[src/rtl/rpn_pkg.sv]
// Shared codes for the RPN stack evaluator: command kinds, status codes
// and iteration counts of the shift/add unit. No dependencies.
package rpn_pkg;

  typedef enum logic [2:0] {
    KIND_PUSH    = 3'd0,
    KIND_ADD     = 3'd1,
    KIND_SUB     = 3'd2,
    KIND_MUL     = 3'd3,
    KIND_DIV     = 3'd4,
    KIND_MOD     = 3'd5,
    KIND_PRINT   = 3'd6,
    KIND_UNKNOWN = 3'd7
  } kind_e;

  typedef enum logic [2:0] {
    ST_OK      = 3'd0,
    ST_FULL    = 3'd1,
    ST_EMPTY   = 3'd2,
    ST_ZDIV    = 3'd3,
    ST_UNKNOWN = 3'd4
  } status_e;

  localparam int unsigned CntW      = 6;
  localparam logic [CntW-1:0] MulSteps = 6'd32;
  localparam logic [CntW-1:0] DivSteps = 6'd48;
  localparam logic [CntW-1:0] ModSteps = 6'd16;

  localparam logic [31:0] QMax = 32'h7FFF_FFFF;
  localparam logic [31:0] QMin = 32'h8000_0000;

endpackage

[src/rtl/rpn_stack_evaluator_core.sv]
// RPN stack evaluator core, signed Q16.16 operands.
// Mul, div and mod are worked out by the single-bit shift/add/subtract loop.
// One word at a time: busy_o stays high until the strobe cycle ends, so a new word is
// accepted only once the previous word is done. The receiver cannot stall.
// Async active-low reset empties the stack at once; no clearing pass needed.
module rpn_stack_evaluator_core
  import rpn_pkg::*;
#(
  parameter int unsigned STACK_DEPTH = 128
) (
  input  logic        clk_i,
  input  logic        rst_ni,
  input  logic        start_i,
  output logic        busy_o,
  input  logic [2:0]  kind_i,
  input  logic signed [31:0] number_i,
  output logic        done_o,
  output logic [2:0]  status_o,
  output logic signed [31:0] shown_value_o,
  output logic        shown_valid_o
);

  localparam int unsigned AW = (STACK_DEPTH > 1) ? $clog2(STACK_DEPTH) : 1;
  localparam int unsigned LW = $clog2(STACK_DEPTH + 1);

  typedef enum logic [2:0] {
    S_IDLE,
    S_RD,
    S_GOT,
    S_SETUP,
    S_ITER,
    S_FIN,
    S_PUSH,
    S_DONE
  } state_e;

  state_e          state_q;
  kind_e           kind_q;
  status_e         status_q;
  logic [LW-1:0]   level_q;
  logic            empty_q;    // last pop found the stack empty
  logic            left_q;     // second operand is being popped
  logic [CntW-1:0] cnt_q;
  logic [31:0]     shown_q;
  logic            shown_valid_q;

  logic [31:0] l_q, r_q, res_q, dsr_q;
  logic [32:0] rem_q;
  logic [47:0] quo_q;
  logic        neg_q;

  logic [31:0] mem [STACK_DEPTH];
  logic [31:0] rd_q;

  // ---- stack memory ----
  logic [LW-1:0] lvl_dec;
  logic [AW-1:0] raddr, waddr;
  logic          mem_we, stack_full;

  assign lvl_dec    = level_q - {{(LW-1){1'b0}}, 1'b1};
  assign raddr      = lvl_dec[AW-1:0];
  assign waddr      = level_q[AW-1:0];
  assign stack_full = (level_q >= LW'(STACK_DEPTH));
  assign mem_we     = (state_q == S_PUSH) && !stack_full;

  always_ff @(posedge clk_i) begin
    if (mem_we) begin
      mem[waddr] <= res_q;
    end
    rd_q <= mem[raddr];
  end

  // ---- popped value and operand magnitudes ----
  logic [31:0] pv;
  logic        pv_int_zero;
  logic [31:0] l_abs, r_abs;

  assign pv          = empty_q ? 32'd0 : rd_q;
  assign pv_int_zero = (pv[31:16] == 16'h0000) ||
                       ((pv[31:16] == 16'hFFFF) && (pv[15:0] != 16'h0000));
  assign l_abs = l_q[31] ? (~l_q + 32'd1) : l_q;
  assign r_abs = r_q[31] ? (~r_q + 32'd1) : r_q;

  // ---- shared adder/subtractor ----
  logic [33:0] alu_a, alu_b, alu_sum;
  logic        alu_sub;

  always_comb begin
    alu_a   = '0;
    alu_b   = '0;
    alu_sub = 1'b0;
    case (state_q)
      S_SETUP: begin
        alu_a   = {{2{l_q[31]}}, l_q};
        alu_b   = {{2{r_q[31]}}, r_q};
        alu_sub = (kind_q == KIND_SUB);
      end
      S_ITER: begin
        if (kind_q == KIND_MUL) begin
          alu_a = {2'b00, rem_q[31:0]};
          alu_b = quo_q[0] ? {2'b00, dsr_q} : 34'd0;
        end else begin
          alu_a   = {1'b0, rem_q[31:0], quo_q[47]};
          alu_b   = {2'b00, dsr_q};
          alu_sub = 1'b1;
        end
      end
      default: begin
        alu_sub = 1'b0;
      end
    endcase
  end

  assign alu_sum = alu_a + (alu_sub ? ~alu_b : alu_b) + {33'd0, alu_sub};

  logic [31:0] addsub_sat;
  always_comb begin
    if (alu_sum[33:31] == 3'b000 || alu_sum[33:31] == 3'b111) begin
      addsub_sat = alu_sum[31:0];
    end else begin
      addsub_sat = alu_sum[33] ? QMin : QMax;
    end
  end

  // ---- final scaling and saturation ----
  logic [47:0] mag;
  logic [31:0] fin_val, mod_mag;

  assign mag     = (kind_q == KIND_MUL) ? {rem_q[31:0], quo_q[31:16]} : quo_q;
  assign mod_mag = {rem_q[15:0], 16'h0000};

  always_comb begin
    if (kind_q == KIND_MOD) begin
      fin_val = neg_q ? (~mod_mag + 32'd1) : mod_mag;
    end else if (!neg_q) begin
      fin_val = (|mag[47:31]) ? QMax : mag[31:0];
    end else if ((|mag[47:32]) || (mag[31] && (|mag[30:0]))) begin
      fin_val = QMin;
    end else begin
      fin_val = ~mag[31:0] + 32'd1;
    end
  end

  // ---- sequencer ----
  function automatic status_e raise(status_e cur, status_e s);
    return (cur == ST_OK) ? s : cur;
  endfunction

  always_ff @(posedge clk_i or negedge rst_ni) begin
    if (!rst_ni) begin
      state_q       <= S_IDLE;
      kind_q        <= KIND_PUSH;
      status_q      <= ST_OK;
      level_q       <= '0;
      empty_q       <= 1'b0;
      left_q        <= 1'b0;
      cnt_q         <= '0;
      shown_q       <= '0;
      shown_valid_q <= 1'b0;
    end else begin
      case (state_q)
        S_IDLE: begin
          if (start_i) begin
            kind_q        <= kind_e'(kind_i);
            status_q      <= (kind_e'(kind_i) == KIND_UNKNOWN) ? ST_UNKNOWN : ST_OK;
            shown_q       <= '0;
            shown_valid_q <= 1'b0;
            left_q        <= 1'b0;
            case (kind_e'(kind_i))
              KIND_PUSH: state_q <= S_PUSH;
              KIND_UNKNOWN: begin
                state_q  <= S_DONE;
              end
              default: state_q <= S_RD;
            endcase
          end
        end
        S_RD: begin
          if (level_q != '0) begin
            level_q <= lvl_dec;
            empty_q <= 1'b0;
          end else begin
            empty_q  <= 1'b1;
            status_q <= raise(status_q, ST_EMPTY);
          end
          state_q <= S_GOT;
        end
        S_GOT: begin
          if (left_q) begin
            state_q <= S_SETUP;
          end else begin
            case (kind_q)
              KIND_PRINT: begin
                if (!empty_q) begin
                  shown_q       <= pv;
                  shown_valid_q <= 1'b1;
                end
                state_q <= S_DONE;
              end
              KIND_DIV: begin
                if (pv == 32'd0) begin
                  status_q <= raise(status_q, ST_ZDIV);
                  state_q  <= S_DONE;
                end else begin
                  left_q  <= 1'b1;
                  state_q <= S_RD;
                end
              end
              KIND_MOD: begin
                if (pv_int_zero) begin
                  status_q <= raise(status_q, ST_ZDIV);
                  state_q  <= S_DONE;
                end else begin
                  left_q  <= 1'b1;
                  state_q <= S_RD;
                end
              end
              default: begin
                left_q  <= 1'b1;
                state_q <= S_RD;
              end
            endcase
          end
        end
        S_SETUP: begin
          case (kind_q)
            KIND_MUL: begin
              cnt_q   <= MulSteps;
              state_q <= S_ITER;
            end
            KIND_DIV: begin
              cnt_q   <= DivSteps;
              state_q <= S_ITER;
            end
            KIND_MOD: begin
              cnt_q   <= ModSteps;
              state_q <= S_ITER;
            end
            default: state_q <= S_PUSH;
          endcase
        end
        S_ITER: begin
          cnt_q <= cnt_q - {{(CntW-1){1'b0}}, 1'b1};
          if (cnt_q == {{(CntW-1){1'b0}}, 1'b1}) begin
            state_q <= S_FIN;
          end
        end
        S_FIN: begin
          state_q <= S_PUSH;
        end
        S_PUSH: begin
          if (stack_full) begin
            status_q <= raise(status_q, ST_FULL);
          end else begin
            level_q <= level_q + {{(LW-1){1'b0}}, 1'b1};
          end
          state_q <= S_DONE;
        end
        S_DONE: begin
          state_q <= S_IDLE;
        end
        default: state_q <= S_IDLE;
      endcase
    end
  end

  // ---- datapath registers ----
  always_ff @(posedge clk_i) begin
    case (state_q)
      S_IDLE: begin
        if (start_i && !busy_o) begin
          res_q <= number_i;
        end
      end
      S_GOT: begin
        if (left_q) begin
          l_q <= pv;
        end else begin
          r_q <= pv;
        end
      end
      S_SETUP: begin
        rem_q <= '0;
        case (kind_q)
          KIND_MUL: begin
            quo_q <= {16'h0000, l_abs};
            dsr_q <= r_abs;
            neg_q <= l_q[31] ^ r_q[31];
          end
          KIND_DIV: begin
            quo_q <= {l_abs, 16'h0000};
            dsr_q <= r_abs;
            neg_q <= l_q[31] ^ r_q[31];
          end
          KIND_MOD: begin
            quo_q <= {l_abs[31:16], 32'h0000_0000};
            dsr_q <= {16'h0000, r_abs[31:16]};
            neg_q <= l_q[31];
          end
          default: begin
            res_q <= addsub_sat;
          end
        endcase
      end
      S_ITER: begin
        if (kind_q == KIND_MUL) begin
          rem_q        <= {1'b0, alu_sum[32:1]};
          quo_q[31:0]  <= {alu_sum[0], quo_q[31:1]};
        end else begin
          // restoring step: keep the difference unless it borrowed
          if (!alu_sum[33]) begin
            rem_q <= alu_sum[32:0];
          end else begin
            rem_q <= {rem_q[31:0], quo_q[47]};
          end
          quo_q <= {quo_q[46:0], ~alu_sum[33]};
        end
      end
      S_FIN: begin
        res_q <= fin_val;
      end
      default: begin
        res_q <= res_q;
      end
    endcase
  end

  assign busy_o        = (state_q != S_IDLE);
  assign done_o        = (state_q == S_DONE);
  assign status_o      = status_q;
  assign shown_value_o = shown_q;
  assign shown_valid_o = shown_valid_q;

endmodule
[config.mk]
export PLATFORM = sky130hd
export DESIGN_NAME = rpn_stack_evaluator_core
export DESIGN_NICKNAME = d
export VERILOG_FILES = /design/src/rtl/rpn_pkg.sv /design/src/rtl/rpn_stack_evaluator_core.sv
export SDC_FILE = /design/constraint.sdc
export NUM_CORES = 2
export LEC_CHECK = 0
export BUFFER_PORTS_ARGS = -buffer_cell sky130_fd_sc_hd__buf_4
export CORE_MARGIN = 2
export CORE_UTILIZATION = 55
export CTS_BUF_LIST = sky130_fd_sc_hd__clkbuf_4 sky130_fd_sc_hd__clkbuf_8
export CTS_CLUSTER_DIAMETER = 80
export DETAILED_ROUTE_END_ITERATION = 16
export PLACE_DENSITY = 0.78
export SETUP_SLACK_MARGIN = 0.02
export SYNTH_ARGS = -nofsm -noshare
export SYNTH_HDL_FRONTEND = slang
export SYNTH_SLANG_ARGS = --single-unit
[constraint.sdc]
create_clock -name clk_i -period 8.8 [get_ports clk_i]
set_input_delay 0.88 -clock clk_i [delete_from_list [all_inputs] [get_ports clk_i]]
set_output_delay 0.88 -clock clk_i [all_outputs]
set_load 0.005 [all_outputs]
## Word level (Yosys, flattened, before mapping)

Memories as Yosys holds them, arrays and structs flattened. A register that Yosys moved wholly into a read port is not among the register bits.
Index checks and enable logic that the tools add are counted.

| word-level totals | value |
|---|---|
| bits in registers | 267 |
| bits in writable memories | 4,096 |
| bits of input ports | 38 |
| memories kept | 1 |

Memory list:

| name | depth | width | rd ports | clocked after Yosys merged registers in | write ports | RTL line | source |
|---|---|---|---|---|---|---|---|
| mem | 128 | 32 | 1 | 1 | 1 | rpn_stack_evaluator_core.sv:52 | `logic [31:0] mem [STACK_DEPTH];` |

| cells by class | value |
|---|---|
| $add $sub $neg | 9 |
| magnitude comparators | 1 |
| equality and inequality tests | 34 |
| multiplexer cells | 75 |
| bitwise operators | 8 |
| reduce and logical (&&, ||, !) cells | 41 |

Operator list:

| operator | count |
|---|---|
| two-way mux 32 bit | 21 |
| case mux 32 bit (2 select lines) | 3 |
| case mux 48 bit (3 select lines) | 1 |
| case mux 34 bit (2 select lines) | 2 |
| adder 32 x 1 -> 32 bit (second input constant) | 4 |
| NOT 32 bit | 4 |
| case mux 32 bit (3 select lines) | 1 |
| case mux 48 bit (2 select lines) | 1 |
| two-way mux 48 bit | 1 |
| two-way mux 3 bit | 15 |
| adder 34 x 1 -> 34 bit | 1 |
| adder 34 bit | 1 |
| two-way mux 34 bit | 1 |
| NOT 34 bit | 1 |
| two-way mux 33 bit | 1 |
| zero test 32 bit | 1 |
| OR reduction 31 bit | 1 |
| == test 3 bit (second input constant) | 9 |
| inequality test 2 bit (second input constant) | 12 |
| case mux 3 bit (8 select lines) | 1 |
| case mux 6 bit (3 select lines) | 1 |
| OR reduction 17 bit | 1 |
| == test 16 bit (second input constant) | 1 |
| zero test 16 bit | 1 |
| 39 further kinds | 82 |

## Logic depth before layout (Yosys ltp)

| logic depth | value |
|---|---|
| depth after elaboration | 12 |
| mapped depth | 24 |
| mapped depth without buffers | 16 |

## Least setup slack after synthesis

No wires, ideal clock.

| timing path | value |
|---|---|
| kind | reg2reg |
| start | register kind_q[2] |
| end | register res_q[0] (data pin) |
| data arrival time | 5.220 ns |
| path slack | 3.317 ns |
| stages on the path, launching flop included | 24 |
| cell sequence | dfrtp_1 > and3b_1 > buf_6 > clkbuf_1 > buf_2 > clkbuf_1 > clkbuf_1 > nor2_1 > buf_1 > xnor2_1 > ha_1 > clkbuf_1 > a21o_1 > a21o_1 > a221o_1 > a31o_2 > a211oi_1 > nor3_1 > nor3_1 > o21ai_0 > o2bb2ai_1 > buf_2 > buf_2 > a21oi_1 |

| between the ends | value |
|---|---|
| word-level cells in the longest chain between the ends | 12 |
| elaborated cells between the ends (all ways) | 32 |

Ends and longest elaborated chain:

| item | RTL line | source |
|---|---|---|
| start, declared | rpn_stack_evaluator_core.sv:38 | `kind_e kind_q;` |
| start signal, assigned | rpn_stack_evaluator_core.sv:164 | `kind_q <= kind_e'(kind_i);` |
| == test 3 x 2 -> 1 bit | rpn_stack_evaluator_core.sv:99, rpn_stack_evaluator_core.sv:129 |  |
| two-way mux 32 bit | rpn_stack_evaluator_core.sv:99 | `if (kind_q == KIND_MUL) begin` |
| case mux 34 bit (2 select lines) | rpn_stack_evaluator_core.sv:92 | `case (state_q)` |
| NOT 34 bit | rpn_stack_evaluator_core.sv:114 | `assign alu_sum = alu_a + (alu_sub ? ~alu_b : alu_b) + {33'd0, alu_sub};` |
| two-way mux 34 bit | rpn_stack_evaluator_core.sv:114 |  |
| adder 34 bit | rpn_stack_evaluator_core.sv:114 |  |
| adder 34 x 1 -> 34 bit | rpn_stack_evaluator_core.sv:114 |  |
| == test 3 bit or zero test 3 bit (tied branches) | rpn_stack_evaluator_core.sv:118 | `if (alu_sum[33:31] == 3'b000 \|\| alu_sum[33:31] == 3'b111) begin` |
| logical OR 1 bit | rpn_stack_evaluator_core.sv:118 |  |
| two-way mux 32 bit | rpn_stack_evaluator_core.sv:118 |  |
| two-way mux 32 bit | rpn_stack_evaluator_core.sv:284 | `case (kind_q)` |
| case mux 32 bit (3 select lines) * | rpn_stack_evaluator_core.sv:269 | `case (state_q)` |
| end signal, assigned | rpn_stack_evaluator_core.sv:272 | `res_q <= number_i;` |
| end signal, assigned | rpn_stack_evaluator_core.sv:301 | `res_q <= addsub_sat;` |
| end signal, assigned | rpn_stack_evaluator_core.sv:320 | `res_q <= fin_val;` |
| end, declared | rpn_stack_evaluator_core.sv:47 | `logic [31:0] l_q, r_q, res_q, dsr_q;` |

Every way passes the cells marked *; elsewhere a longest branch is shown, timed or not. The select of a mux whose other input is x is not followed.
A chain may end at the register's enable or synchronous reset.

## Final worst setup path

| timing path | value |
|---|---|
| start | register state_q[2] |
| end | register rem_q[15] (data pin) |

| between the ends | value |
|---|---|
| word-level cells in the longest chain between the ends | 9 |
| elaborated cells between the ends (all ways) | 12 |

Ends and longest elaborated chain:

| item | RTL line | source |
|---|---|---|
| start, declared | rpn_stack_evaluator_core.sv:37 | `state_e state_q;` |
| start signal, assigned | rpn_stack_evaluator_core.sv:151 | `state_q <= S_IDLE;` |
| start signal, assigned | rpn_stack_evaluator_core.sv:170 | `KIND_PUSH: state_q <= S_PUSH;` |
| start signal, assigned | rpn_stack_evaluator_core.sv:172 | `state_q <= S_DONE;` |
| == test 3 bit or == test 3 x 2 -> 1 bit (tied branches) | rpn_stack_evaluator_core.sv:92, rpn_stack_evaluator_core.sv:269 |  |
| case mux 34 bit (2 select lines) | rpn_stack_evaluator_core.sv:92 |  |
| NOT 34 bit | rpn_stack_evaluator_core.sv:114 |  |
| two-way mux 34 bit | rpn_stack_evaluator_core.sv:114 |  |
| adder 34 bit | rpn_stack_evaluator_core.sv:114 |  |
| adder 34 x 1 -> 34 bit | rpn_stack_evaluator_core.sv:114 |  |
| two-way mux 32 bit | rpn_stack_evaluator_core.sv:311 | `if (!alu_sum[33]) begin` |
| two-way mux 32 bit | rpn_stack_evaluator_core.sv:306 | `if (kind_q == KIND_MUL) begin` |
| case mux 32 bit (2 select lines) * | rpn_stack_evaluator_core.sv:269 |  |
| end signal, assigned | rpn_stack_evaluator_core.sv:307 | `rem_q <= {1'b0, alu_sum[32:1]};` |
| end signal, assigned | rpn_stack_evaluator_core.sv:312 | `rem_q <= alu_sum[32:0];` |
| end signal, assigned | rpn_stack_evaluator_core.sv:314 | `rem_q <= {rem_q[31:0], quo_q[47]};` |
| end, declared | rpn_stack_evaluator_core.sv:48 | `logic [32:0] rem_q;` |

Every way passes the cells marked *; elsewhere a longest branch is shown, timed or not.

==> impl_metrics.json <==
{
  "fin_crit_ps": 6600,
  "fin_ws_ps": 2200,
  "worst_slew_pin_slew_ps": 1321,
  "syn-instance-count": 8131,
  "die-area_um2": 323300,
  "fp-row-count": 207,
  "tns_ps": 0,
  "cts.htree.levels": 6,
  "finClkSkew_ps": 82.61,
  "start_util": 0.5522,
  "post-cts-setup-buffers": 0,
  "clock_path_buffers": 4,
  "min_path_cells": 3,
  "finalHoldViolCount": 0,
  "path_clk_slew_ps": 60,
  "syn-cell-area_um2": 175300,
  "nets": 8767,
  "worst_ep_arrival_time_ps": 7600,
  "grt.total_usage": 0.2975,
  "final_cell_mix": "4,305 x edfxtp_1, 1,344 x mux4_2, 691 x clkbuf_8, 338 x buf_4, 258 x nand2_1",
  "portBuffers": 75,
  "cts.sinks": 4395,
  "dpl_cell_area_um2": 182700,
  "die_width_um": 568.6,
  "grt_first_pass_wirelength_mm": 675.0,
  "min-delay-start": "number_i[24]",
  "period_share": 0.7500,
  "required_ps": 9800,
  "post_drt_wl_per_cell_um": 35.91,
  "slew_headroom": 0.1196,
  "cp_slowest_cell": "or2_2",
  "fill_cells": 20530,
  "rsz0062_at_grt": "no",
  "routed_wl_mm": 481.0,
  "insertion_delay_ps": 1220,
  "end_kind": "flip-flop",
  "rrSetupSlack_ps": 2200,
  "grt_max_degree": 164,
  "drtIter0Drc": 16140,
  "worst-path-buf-inv": 2,
  "synth_cell_type_count": 103,
  "synth-seq-cells": 4395,
  "hp-class": "in -> reg",
  "cts_hold_buffers": 6,
  "postSynthAreaPerCell_um2": 21.57,
  "ys_seq_area_frac": 0.7492,
  "cts_tree": "yes",
  "setup_viol": 0,
  "reg2regPathDepth": 16,
  "critical_path_class": "reg -> reg",
  "vias": 90520,
  "synth_top_flop_cell": "edfxtp_1",
  "hold_end": "res_q[24]$_DFFE_PP_",
  "design.portCount": 76,
  "crit_chain": "nor3b_4 -> buf_4 -> a21oi_1 -> nor2_4 -> buf_4 -> xnor2_1 -> ha_1 -> nand2_1 -> o21a_1 -> o21a_1 -> o21ai_0 -> a211oi_1 -> o22ai_2 -> or2_2 -> mux2i_1 -> a211oi_1",
  "cts_resized": 0,
  "first_pass_iters": 6,
  "crit_fanout": 34,
  "p_per_area_nw_per_um2": 394.2,
  "synth_edf_count": 4305,
  "grt_pass1_vias": 90760,
  "final_max_slew_viol_count": 0,
  "cts_root_buf": "clkbuf_8",
  "maxCapViolCount": 0,
  "syn-num-nets": 8211,
  "run_status": "finished clean",
  "ir_worst_vdd_mv": 0.5628,
  "drtAntennaViolNets": 0,
  "place_ws_ps": 2368,
  "crit_family": "compound AO/OA/AOI/OAI gates",
  "cp.depth": 16,
  "drive_above_1_share": 0.3267,
  "leakage_uw": 0.06169,
  "reg2reg_to": "rem_q[15]$_SDFFCE_PP0P_",
  "fin_util": 0.6166,
  "ys_async_sr_fraction": 0.01320,
  "gp_congestion": 0.9424,
  "slowest_delay_ps": 960,
  "yosysWarnings": 0,
  "startpoint_type": "flip-flop",
  "layout_commonest_cell": "edfxtp_1",
  "holdWs_ps": 195.8,
  "drcViolationCount": 0,
  "grt.overflow.total": 0,
  "fmax_ghz": 0.1515,
  "place_hpwl_mm": 278.5,
  "area_growth_pct": 11.66,
  "fin_area_um2": 195800,
  "fp.coreArea_um2": 317500,
  "via_per_inst": 6.758,
  "numCtsBuffers": 672,
  "antenna_found_initial": 49,
  "timing.rr.start": "state_q[2]$_DFFE_PN0P_",
  "fp.dieH_um": 568.6
}
## cell type report
| type | instances | area (um^2) | area share |
|---|---|---|---|
| Clock inverter | 281 | 1887 | 0.009636 |
| Clock buffer | 910 | 11150 | 0.05697 |
| Timing Repair Buffer | 361 | 2938 | 0.01500 |
| Sequential cell | 4395 | 131400 | 0.6709 |
| Tap cell | 4180 | 5230 | 0.02671 |
| Inverter | 30 | 112.6 | 0.0005751 |
| Antenna cell | 11 | 27.53 | 0.0001406 |
| Multi-Input combinational cell | 3227 | 43080 | 0.2200 |
## metrics by stage
step	cells	total power, uW
2_1_floorplan	8131	47640
3_3_place_gp	12190	59740
3_5_place_dp	12190	60400
4_1_cts	13380	76720
5_1_grt	13390	79180
6_report	13400	77180
## cells in the mapped netlist, types with 32 or more instances
cell      count  area share
a211oi_1     45      0.0019
and3_1       42      0.0015
dfxtp_1      32      0.0037
mux4_2     1344        0.17
mux2_2       36      0.0023
nor2b_1      45      0.0016
nor3_1       92      0.0026
a21oi_1     151      0.0043
mux2i_1      52      0.0030
dfrtp_1      58      0.0083
nand3_1      38      0.0011
nor2_1      306      0.0066
ha_1         41      0.0029
clkbuf_1    344      0.0074
a22oi_1      37      0.0016
nor4_1       34      0.0012
a31o_2       33      0.0016
edfxtp_1   4305        0.74
o21ai_0     137      0.0039
nand2_1     264      0.0057
buf_1       108      0.0023
xor2_1       61      0.0030
xnor2_1     104      0.0052
## cells by family after synthesis
kind of cell,count (synthesis),share of synthesized area
multiplexers,1433,0.1780
adder cells (fa/ha/maj),42,0.003040
AO/OA/AOI/OAI,627,0.02401
flip-flops,4395,0.7492
buffers and inverters,509,0.01144
AND/OR/NAND/NOR,960,0.02611
XOR/XNOR,165,0.008241
## worst max-delay path by stage
stage                                      start                 endpoint  slack, ps
after floorplan            kind_q[2]$_DFFE_PN0P_       res_q[0]$_DFFE_PP_       3320
after global placement    state_q[2]$_DFFE_PN0P_  rem_q[30]$_SDFFCE_PP0P_       2590
after detailed placement  state_q[2]$_DFFE_PN0P_  rem_q[22]$_SDFFCE_PP0P_       2370
after CTS                 state_q[2]$_DFFE_PN0P_  rem_q[15]$_SDFFCE_PP0P_       2310
after global routing      state_q[2]$_DFFE_PN0P_  rem_q[22]$_SDFFCE_PP0P_       1810
final                     state_q[2]$_DFFE_PN0P_  rem_q[15]$_SDFFCE_PP0P_       2200
## registers in the layout (all words and copies together) (netlist names)
signal / cells
dsr_q: 32
res_q: 32
cnt_q: 6
rem_q: 32
status_o: 3
shown_valid_o: 1
l_q: 32
kind_q: 3
quo_q: 48
level_q: 8
state_q: 3
mem: 4096
rd_q: 32
left_q: 1
empty_q: 1
neg_q: 1
shown_value_o: 32
r_q: 32
## per-layer routing
| layer | track usage | vias to the layer above | wire length, um |
|---|---|---|---|
| li1 | - | 35580 | - |
| met2 | 0.4555 | 6868 | 223600 |
| met5 | 0 | - | 160 |
| met3 | 0.07664 | 1067 | 66000 |
| met4 | 0.1391 | 26 | 25660 |
| met1 | 0.4057 | 46980 | 165600 |
## power by group
part / switching [uW] / internal, uW / total, uW
Clock: 7960 / 8550 / 16500
Combinational: 20400 / 12300 / 32800
Sequential: 933 / 27000 / 27900
Total: 29300 / 47900 / 77200
## worst reg2reg max path, cell delays in order (launching register included)
cell	delay [ps]
dfrtp_1	690
nor3b_4	270
buf_4	320
a21oi_1	170
nor2_4	670
buf_4	390
xnor2_1	120
ha_1	390
nand2_1	210
o21a_1	260
o21a_1	170
o21ai_0	560
a211oi_1	250
o22ai_2	420
or2_2	960
mux2i_1	200
a211oi_1	340
Power figures use the tool's default switching activity.
